--- src/hw/rtl/msdt_pkg.sv ---
// Package with the constants, month tables and stage types of the date and time converter.
`default_nettype none

package msdt_pkg;

    localparam int unsigned MS_W = 49;

    localparam logic [MS_W-1:0] LAST_MS = 49'd315537897599999;

    // Divisors after the power-of-two factors have been shifted out.
    localparam logic [16:0] DAY_UNITS  = 17'd84375;
    localparam logic [14:0] HOUR_UNITS = 15'd28125;
    localparam logic [10:0] MIN_UNITS  = 11'd1875;
    localparam logic [6:0]  SEC_UNITS  = 7'd125;

    localparam logic [17:0] DAYS_400 = 18'd146097;
    localparam logic [10:0] DAYS_4   = 11'd1461;

    localparam logic [17:0] CENT_START [4] = '{18'd0, 18'd36524, 18'd73048, 18'd109572};
    localparam logic [10:0] YEAR_START [4] = '{11'd0, 11'd365, 11'd730, 11'd1095};

    localparam logic [8:0] MONTH_START_COMMON [13] = '{
        9'd0, 9'd31, 9'd59, 9'd90, 9'd120, 9'd151, 9'd181,
        9'd212, 9'd243, 9'd273, 9'd304, 9'd334, 9'd365
    };
    localparam logic [8:0] MONTH_START_LEAP [13] = '{
        9'd0, 9'd31, 9'd60, 9'd91, 9'd121, 9'd152, 9'd182,
        9'd213, 9'd244, 9'd274, 9'd305, 9'd335, 9'd366
    };

    typedef struct packed {
        logic        err;
        logic [9:0]  lo;
        logic [16:0] drem;
        logic [23:0] dbits;
    } dv_t;

    typedef struct packed {
        logic        err;
        logic [21:0] days;
        logic [26:0] tod;
    } dt_t;

    typedef struct packed {
        logic        err;
        logic [4:0]  n400;
        logic [17:0] r400;
        logic [4:0]  hour;
        logic [21:0] tod_h;
        logic [2:0]  weekday;
    } c400_t;

    typedef struct packed {
        logic        err;
        logic [4:0]  n400;
        logic [1:0]  cent;
        logic [15:0] r100;
        logic [4:0]  hour;
        logic [5:0]  minute;
        logic [15:0] tod_m;
        logic [2:0]  weekday;
    } c100_t;

    typedef struct packed {
        logic        err;
        logic [4:0]  n400;
        logic [1:0]  cent;
        logic [4:0]  n4;
        logic [10:0] r4;
        logic [4:0]  hour;
        logic [5:0]  minute;
        logic [5:0]  second;
        logic [9:0]  milli;
        logic [2:0]  weekday;
    } c4_t;

    typedef struct packed {
        logic        err;
        logic [13:0] year;
        logic [8:0]  doy;
        logic        leap;
        logic [4:0]  hour;
        logic [5:0]  minute;
        logic [5:0]  second;
        logic [9:0]  milli;
        logic [2:0]  weekday;
    } yr_t;

    typedef struct packed {
        logic [13:0] year;
        logic [3:0]  month;
        logic [4:0]  day;
        logic [4:0]  hour;
        logic [5:0]  minute;
        logic [5:0]  second;
        logic [9:0]  milli;
        logic [2:0]  weekday;
        logic        range_error;
    } out_t;

endpackage

`default_nettype wire

--- src/hw/rtl/ms_count_to_civil_date_time.sv ---
// Pipelined conversion of a millisecond count into a Gregorian date and time of day.
//
// Channel | Ports                                   | Transfer
// input   | s_valid, s_ready, s_ms_count            | s_valid and s_ready high at aclk
// result  | m_valid, m_ready, m_year .. m_range_error | m_valid and m_ready high at aclk
//
// One item enters per cycle while s_ready is high; its result passes through nine registers:
// input, three day-count division steps, the 400-, 100-, 4- and 1-year cycles (which also
// split out the clock fields), and the month lookup.
// A synchronous low aresetn clears every stage valid bit; data registers are not reset.
// A stage holds while the one after it is full and not moving, so bubbles close up and
// s_ready stays high while any stage is empty.
`default_nettype none

module ms_count_to_civil_date_time (
    input  wire logic                      aclk,
    input  wire logic                      aresetn,
    input  wire logic                      s_valid,
    output logic                           s_ready,
    input  wire logic [msdt_pkg::MS_W-1:0] s_ms_count,
    output logic                           m_valid,
    input  wire logic                      m_ready,
    output logic [13:0]                    m_year,
    output logic [3:0]                     m_month,
    output logic [4:0]                     m_day_of_month,
    output logic [4:0]                     m_hour,
    output logic [5:0]                     m_minute,
    output logic [5:0]                     m_second,
    output logic [9:0]                     m_millisecond,
    output logic [2:0]                     m_weekday,
    output logic                           m_range_error
);

    localparam int NSTAGE = 9;

    logic [NSTAGE-1:0] valid_reg;
    logic [NSTAGE-1:0] valid_next;
    logic [NSTAGE-1:0] rdy;

    logic [msdt_pkg::MS_W-1:0] ms_reg;
    msdt_pkg::dv_t   dv1_reg, dv1_next;
    msdt_pkg::dv_t   dv2_reg, dv2_next;
    msdt_pkg::dt_t   dt_reg, dt_next;
    msdt_pkg::c400_t c400_reg, c400_next;
    msdt_pkg::c100_t c100_reg, c100_next;
    msdt_pkg::c4_t   c4_reg, c4_next;
    msdt_pkg::yr_t   yr_reg, yr_next;
    msdt_pkg::out_t  out_reg, out_next;

    // Eight restoring steps of the division by the day length in 1024 ms units.
    function automatic msdt_pkg::dv_t div_day8(msdt_pkg::dv_t x);
        msdt_pkg::dv_t y;
        logic [17:0]   t;
        y = x;
        for (int k = 0; k < 8; k++) begin
            t = {y.drem, y.dbits[23]};
            y.dbits = {y.dbits[22:0], 1'b0};
            if (t >= {1'b0, msdt_pkg::DAY_UNITS}) begin
                y.drem = 17'(t - {1'b0, msdt_pkg::DAY_UNITS});
                y.dbits[0] = 1'b1;
            end else begin
                y.drem = t[16:0];
            end
        end
        return y;
    endfunction

    always_comb begin
        rdy[NSTAGE-1] = !valid_reg[NSTAGE-1] || m_ready;
        for (int i = NSTAGE - 2; i >= 0; i--) begin
            rdy[i] = !valid_reg[i] || rdy[i+1];
        end
        valid_next[0] = rdy[0] ? s_valid : valid_reg[0];
        for (int i = 1; i < NSTAGE; i++) begin
            valid_next[i] = rdy[i] ? valid_reg[i-1] : valid_reg[i];
        end
    end

    always_ff @(posedge aclk) begin
        if (!aresetn) begin
            valid_reg <= '0;
        end else begin
            valid_reg <= valid_next;
        end
    end

    always_comb begin
        msdt_pkg::dv_t d;
        logic [38:0]   q0;
        logic          err;
        err = ms_reg > msdt_pkg::LAST_MS;
        q0 = err ? 39'd0 : ms_reg[48:10];
        d.err = err;
        d.lo = err ? 10'd0 : ms_reg[9:0];
        d.drem = {2'b00, q0[38:24]};
        d.dbits = q0[23:0];
        dv1_next = div_day8(d);
    end

    assign dv2_next = div_day8(dv1_reg);

    always_comb begin
        msdt_pkg::dv_t d;
        d = div_day8(dv2_reg);
        dt_next.err = d.err;
        dt_next.days = d.dbits[21:0];
        dt_next.tod = {d.drem, d.lo};
    end

    always_comb begin
        logic [17:0] r18;
        logic [18:0] t19;
        logic [4:0]  q5;
        logic [19:0] v20;
        logic [14:0] rh;
        logic [15:0] t16;
        logic [4:0]  qh;
        logic [23:0] d1;
        logic [5:0]  sum6;
        logic [3:0]  f4;
        logic [2:0]  g3;
        r18 = {1'b0, dt_reg.days[21:5]};
        q5 = '0;
        for (int k = 0; k < 5; k++) begin
            t19 = {r18, dt_reg.days[4-k]};
            if (t19 >= {1'b0, msdt_pkg::DAYS_400}) begin
                r18 = 18'(t19 - {1'b0, msdt_pkg::DAYS_400});
                q5 = {q5[3:0], 1'b1};
            end else begin
                r18 = t19[17:0];
                q5 = {q5[3:0], 1'b0};
            end
        end
        v20 = dt_reg.tod[26:7];
        rh = v20[19:5];
        qh = '0;
        for (int k = 0; k < 5; k++) begin
            t16 = {rh, v20[4-k]};
            if (t16 >= {1'b0, msdt_pkg::HOUR_UNITS}) begin
                rh = 15'(t16 - {1'b0, msdt_pkg::HOUR_UNITS});
                qh = {qh[3:0], 1'b1};
            end else begin
                rh = t16[14:0];
                qh = {qh[3:0], 1'b0};
            end
        end
        // Eight is one modulo seven, so octal digits are summed and folded.
        d1 = 24'(dt_reg.days) + 24'd1;
        sum6 = '0;
        for (int k = 0; k < 8; k++) begin
            sum6 = sum6 + 6'(d1[3*k +: 3]);
        end
        f4 = 4'(sum6[5:3]) + 4'(sum6[2:0]);
        g3 = 3'(f4[3]) + f4[2:0];
        c400_next.err = dt_reg.err;
        c400_next.n400 = q5;
        c400_next.r400 = r18;
        c400_next.hour = qh;
        c400_next.tod_h = {rh, dt_reg.tod[6:0]};
        c400_next.weekday = (g3 == 3'd7) ? 3'd0 : g3;
    end

    always_comb begin
        logic [1:0]  cent;
        logic [16:0] v17;
        logic [10:0] rm;
        logic [11:0] t12;
        logic [5:0]  qm;
        cent = '0;
        for (int k = 1; k < 4; k++) begin
            if (c400_reg.r400 >= msdt_pkg::CENT_START[k]) begin
                cent = 2'(k);
            end
        end
        v17 = c400_reg.tod_h[21:5];
        rm = v17[16:6];
        qm = '0;
        for (int k = 0; k < 6; k++) begin
            t12 = {rm, v17[5-k]};
            if (t12 >= {1'b0, msdt_pkg::MIN_UNITS}) begin
                rm = 11'(t12 - {1'b0, msdt_pkg::MIN_UNITS});
                qm = {qm[4:0], 1'b1};
            end else begin
                rm = t12[10:0];
                qm = {qm[4:0], 1'b0};
            end
        end
        c100_next.err = c400_reg.err;
        c100_next.n400 = c400_reg.n400;
        c100_next.cent = cent;
        c100_next.r100 = 16'(c400_reg.r400 - msdt_pkg::CENT_START[cent]);
        c100_next.hour = c400_reg.hour;
        c100_next.minute = qm;
        c100_next.tod_m = {rm, c400_reg.tod_h[4:0]};
        c100_next.weekday = c400_reg.weekday;
    end

    always_comb begin
        logic [10:0] r4;
        logic [11:0] t12;
        logic [4:0]  q4;
        logic [12:0] v13;
        logic [6:0]  rs;
        logic [7:0]  t8;
        logic [5:0]  qs;
        r4 = c100_reg.r100[15:5];
        q4 = '0;
        for (int k = 0; k < 5; k++) begin
            t12 = {r4, c100_reg.r100[4-k]};
            if (t12 >= {1'b0, msdt_pkg::DAYS_4}) begin
                r4 = 11'(t12 - {1'b0, msdt_pkg::DAYS_4});
                q4 = {q4[3:0], 1'b1};
            end else begin
                r4 = t12[10:0];
                q4 = {q4[3:0], 1'b0};
            end
        end
        v13 = c100_reg.tod_m[15:3];
        rs = v13[12:6];
        qs = '0;
        for (int k = 0; k < 6; k++) begin
            t8 = {rs, v13[5-k]};
            if (t8 >= {1'b0, msdt_pkg::SEC_UNITS}) begin
                rs = 7'(t8 - {1'b0, msdt_pkg::SEC_UNITS});
                qs = {qs[4:0], 1'b1};
            end else begin
                rs = t8[6:0];
                qs = {qs[4:0], 1'b0};
            end
        end
        c4_next.err = c100_reg.err;
        c4_next.n400 = c100_reg.n400;
        c4_next.cent = c100_reg.cent;
        c4_next.n4 = q4;
        c4_next.r4 = r4;
        c4_next.hour = c100_reg.hour;
        c4_next.minute = c100_reg.minute;
        c4_next.second = qs;
        c4_next.milli = {rs, c100_reg.tod_m[2:0]};
        c4_next.weekday = c100_reg.weekday;
    end

    always_comb begin
        logic [1:0] y1;
        y1 = '0;
        for (int k = 1; k < 4; k++) begin
            if (c4_reg.r4 >= msdt_pkg::YEAR_START[k]) begin
                y1 = 2'(k);
            end
        end
        yr_next.err = c4_reg.err;
        yr_next.year = 14'(c4_reg.n400) * 14'd400 + 14'(c4_reg.cent) * 14'd100
                     + 14'(c4_reg.n4) * 14'd4 + 14'(y1) + 14'd1;
        yr_next.doy = 9'(c4_reg.r4 - msdt_pkg::YEAR_START[y1]);
        yr_next.leap = (y1 == 2'd3) && ((c4_reg.n4 != 5'd24) || (c4_reg.cent == 2'd3));
        yr_next.hour = c4_reg.hour;
        yr_next.minute = c4_reg.minute;
        yr_next.second = c4_reg.second;
        yr_next.milli = c4_reg.milli;
        yr_next.weekday = c4_reg.weekday;
    end

    always_comb begin
        logic [8:0] tab [13];
        logic [3:0] cnt;
        for (int k = 0; k < 13; k++) begin
            tab[k] = yr_reg.leap ? msdt_pkg::MONTH_START_LEAP[k]
                                 : msdt_pkg::MONTH_START_COMMON[k];
        end
        cnt = '0;
        for (int k = 1; k < 12; k++) begin
            if (tab[k] <= yr_reg.doy) begin
                cnt = cnt + 4'd1;
            end
        end
        if (yr_reg.err) begin
            out_next = '0;
            out_next.range_error = 1'b1;
        end else begin
            out_next.year = yr_reg.year;
            out_next.month = cnt + 4'd1;
            out_next.day = 5'(yr_reg.doy - tab[cnt] + 9'd1);
            out_next.hour = yr_reg.hour;
            out_next.minute = yr_reg.minute;
            out_next.second = yr_reg.second;
            out_next.milli = yr_reg.milli;
            out_next.weekday = yr_reg.weekday;
            out_next.range_error = 1'b0;
        end
    end

    always_ff @(posedge aclk) begin
        if (rdy[0]) begin
            ms_reg <= s_ms_count;
        end
        if (rdy[1]) begin
            dv1_reg <= dv1_next;
        end
        if (rdy[2]) begin
            dv2_reg <= dv2_next;
        end
        if (rdy[3]) begin
            dt_reg <= dt_next;
        end
        if (rdy[4]) begin
            c400_reg <= c400_next;
        end
        if (rdy[5]) begin
            c100_reg <= c100_next;
        end
        if (rdy[6]) begin
            c4_reg <= c4_next;
        end
        if (rdy[7]) begin
            yr_reg <= yr_next;
        end
        if (rdy[8]) begin
            out_reg <= out_next;
        end
    end

    assign s_ready        = rdy[0];
    assign m_valid        = valid_reg[NSTAGE-1];
    assign m_year         = out_reg.year;
    assign m_month        = out_reg.month;
    assign m_day_of_month = out_reg.day;
    assign m_hour         = out_reg.hour;
    assign m_minute       = out_reg.minute;
    assign m_second       = out_reg.second;
    assign m_millisecond  = out_reg.milli;
    assign m_weekday      = out_reg.weekday;
    assign m_range_error  = out_reg.range_error;

endmodule

`default_nettype wire

--- config.mk ---
export PLATFORM = sky130hd
export DESIGN_NAME = ms_count_to_civil_date_time
export DESIGN_NICKNAME = d
export VERILOG_FILES = /design/src/hw/rtl/msdt_pkg.sv /design/src/hw/rtl/ms_count_to_civil_date_time.sv
export SDC_FILE = /design/constraint.sdc
export NUM_CORES = 2
export LEC_CHECK = 0
export BUFFER_PORTS_ARGS = -buffer_cell sky130_fd_sc_hd__buf_4
export CORE_ASPECT_RATIO = 0.6
export CORE_MARGIN = 3
export CORE_UTILIZATION = 45
export CTS_CLUSTER_SIZE = 28
export DETAILED_ROUTE_END_ITERATION = 8
export SYNTH_ARGS = -nofsm -noshare
export SYNTH_HDL_FRONTEND = slang
export SYNTH_SLANG_ARGS = --single-unit
--- constraint.sdc ---
create_clock -name aclk -period 28.4 [get_ports aclk]
set_clock_uncertainty 0.1 [all_clocks]
set_input_delay 4.26 -clock aclk [delete_from_list [all_inputs] [get_ports aclk]]
set_output_delay 4.26 -clock aclk [all_outputs]
set_load 0.005 [all_outputs]
==> flow_metrics.env <==
export IMPL_status="complete, no violations"
export IMPL_grt_max_degree=56
export IMPL_cts_setup_buffers=0
export IMPL_cp_start_kind="flip-flop"
export IMPL_finalSetupViolCount=0
export IMPL_post_drt_wl_per_cell_um=19.48
export IMPL_cts_hold_buf=0
export IMPL_critPathKind="flip-flop to flip-flop"
export IMPL_antenna_found_initial=0
export IMPL_cts_sinks=479
export IMPL_numCtsBuffers=52
export IMPL_use_met2=0.2884
export IMPL_routed_via_density=6.047
export IMPL_hold_class="flip-flop to flip-flop"
export IMPL_place_ws_ns=9.682
export IMPL_drt_total_wl_um=135900
export IMPL_drc=0
export IMPL_seq_area_frac_synth=0.3014
export IMPL_ys_async_sr_fraction=0
export IMPL_syn_nets=5776
export IMPL_hold_viol=0
export IMPL_largest_reg_flops=55
export IMPL_start_util=0.4577
export IMPL_vias=42191
export IMPL_tightest_slew_ns=1.125
export IMPL_slowest_stage="a2111oi_4"
export IMPL_cts_resized=0
export IMPL_grt_pass1_vias=37561
export IMPL_synth_most_common_cell="nand2_1"
export IMPL_cts_reportedPaths_clkPinSlew_ns=0.07
export IMPL_die_area_sq_um=109400
export IMPL_use_met3=0.05740
export IMPL_synth_edf_count=470
export IMPL_maxCapViolCount=0
export IMPL_num_rows=91
export IMPL_core_area_sq_um=103600
export IMPL_yosys_warnings=0
export IMPL_rsz0062_at_grt="no"
export IMPL_maxSlewHeadroom=0.2471
export IMPL_cpMostUsedCell="xnor2_1"
export IMPL_die_y_um=257.5
export IMPL_slew_violations=0
export IMPL_grt_pass1_wl_um=215000
export IMPL_yosysTopAreaCell="edfxtp_1"
export IMPL_first_iter_violations=4746
export IMPL_io_pins=109
export IMPL_root_buffer="clkbuf_16"
export IMPL_gr_total_overflow=0
export IMPL_end_kind="flip-flop"
export IMPL_clockBufferDepth=3
export IMPL_dp_hpwl_um=106800
export IMPL_grt_busiest_layer="met1"
export IMPL_worstSkewPairLatency_ns=0.66
export IMPL_synth_area_per_cell_sq_um=8.582
export IMPL_grt_usage=0.2402
export IMPL_synth_main_ff_cell="edfxtp_1"
export IMPL_synth_common_cells="nand2_1, xnor2_1, edfxtp_1"
export IMPL_slowest_delay_ns=0.84
export IMPL_cp_arrival_ns=19.68
export IMPL_timing_final_crit_share=0.6840
export IMPL_synth_cells=5526
export IMPL_cts_tree="built"
export IMPL_fin_ws_ns=8.976
export IMPL_port_buffers=108
export IMPL_syn2layout_area_growth_pct=8.142
export IMPL_fmax_ghz=0.05148
export IMPL_firstDrtPassIters=5
export IMPL_syn_area_sq_um=47420
export IMPL_tns_ns=0
export IMPL_use_met1=0.4148
export IMPL_synth_cell_types=133
export IMPL_cp_max_fo=24
export IMPL_cp_required_ns=28.66
export IMPL_cts_max_level=2
export IMPL_nets=5787
export IMPL_min_period_ns=19.42
export IMPL_fillers=9900
export IMPL_netlist_top_cells_area="edfxtp_1, xnor2_1, ha_1, nand2_1, xor2_1"
export IMPL_drive_gt1_frac=0.08208
export IMPL_gp_congestion=0.9647
export IMPL_ys_ff_latch=479
export IMPL_synth_top_area_frac=0.2976
export IMPL_fp_dieW_um=425.1
export IMPL_ant_nets=0
==> kinds of logic after synthesis <==
group | share of synthesized area
compound gates | 0.2293
xor+xnor | 0.1375
fa+ha+maj | 0.05567
buf+inv | 0.03831
flops | 0.3014
mux | 0.03174
simple gates | 0.2061
==> path summary, 6_finish.rpt <==
check | from | end | slack (ns) | depth (start not counted)
setup reg to reg | dv2_reg[24] | dt_reg[23] | 8.98 | 59
setup / recovery | dv2_reg[24] | dt_reg[23] | 8.98 | 59
hold reg to reg | dv1_reg[14] | dv2_reg[22] | 0.26 | 0
hold / removal | dv1_reg[14] | dv2_reg[22] | 0.26 | 0
==> per-stage QoR <==
step,hold slack (ns),util,area (sq um),std cells
6_report,0.2568,0.4950,51290,6977
5_1_grt,0.2590,0.4949,51280,6975
3_5_place_dp,0.3045,0.4773,49460,6878
4_1_cts,0.2360,0.4949,51280,6975
3_3_place_gp,0.3005,0.4773,49460,6878
2_1_floorplan,0.3003,-,47420,5526
==> layout by cell type, fill, tap and decap left out, types with 20 or more instances in the layout <==
cell,Yosys,final
a211o_1,22,22
a211oi_1,71,71
a21boi_0,33,33
a21o_1,71,71
a21oi_1,325,325
a221oi_1,20,20
a31oi_1,59,59
a32oi_1,22,22
and2_1,111,111
and3_1,66,66
buf_4,11,148
clkbuf_16,0,53
edfxtp_1,470,470
fa_1,22,22
ha_1,175,175
inv_1,240,235
mux2_2,48,48
mux2i_1,93,93
nand2_1,557,554
nand2b_1,72,72
nand3_1,166,165
nand3b_1,24,24
nand4_1,46,46
nor2_1,440,440
nor2b_1,97,97
nor3_1,133,133
nor3b_1,27,27
nor4_1,29,29
o211ai_1,66,66
o21a_1,68,68
o21ai_0,286,286
o21ai_1,32,32
o21bai_1,29,29
o22ai_1,50,50
o31a_1,26,26
o31ai_1,49,49
or2_2,43,43
or3_1,44,44
xnor2_1,514,514
xor2_1,213,213
==> metal layers <==
metal	routed length [um]	vias up	part of all wire
met5	140	-	0.0010
met4	1350	4	0.0099
met3	13560	95	0.10
met2	47510	1640	0.35
met1	73350	20015	0.54
li1	-	20437	-
==> worst max-delay path, delay by kind of cell, from the launching register on <==
kind | cells | cell delay [ns]
AOI/OAI and AO/OA | 28 | 9.47
xor gates and xnor gates | 6 | 1.86
adders and majority gates | 5 | 1.72
buffers and inverters | 3 | 0.88
DFF | 1 | 0.50
and+or+nand+nor | 17 | 4.59
==> area by class of cell <==
class | instances | area, sq um | area share
clock inverters | 30 | 402.9 | 0.007856
well taps | 1395 | 1745 | 0.03403
flip-flops and latches | 479 | 14290 | 0.2787
inverters | 257 | 968.4 | 0.01888
clock buffers | 67 | 1419 | 0.02767
repair buffers | 148 | 1111 | 0.02166
multi-input cells | 4599 | 31340 | 0.6111
diodes | 2 | 5.005 | 0.00009759
Power is not shown: default switching activity piles up to over one toggle a cycle in this logic, so the estimate is an artifact.
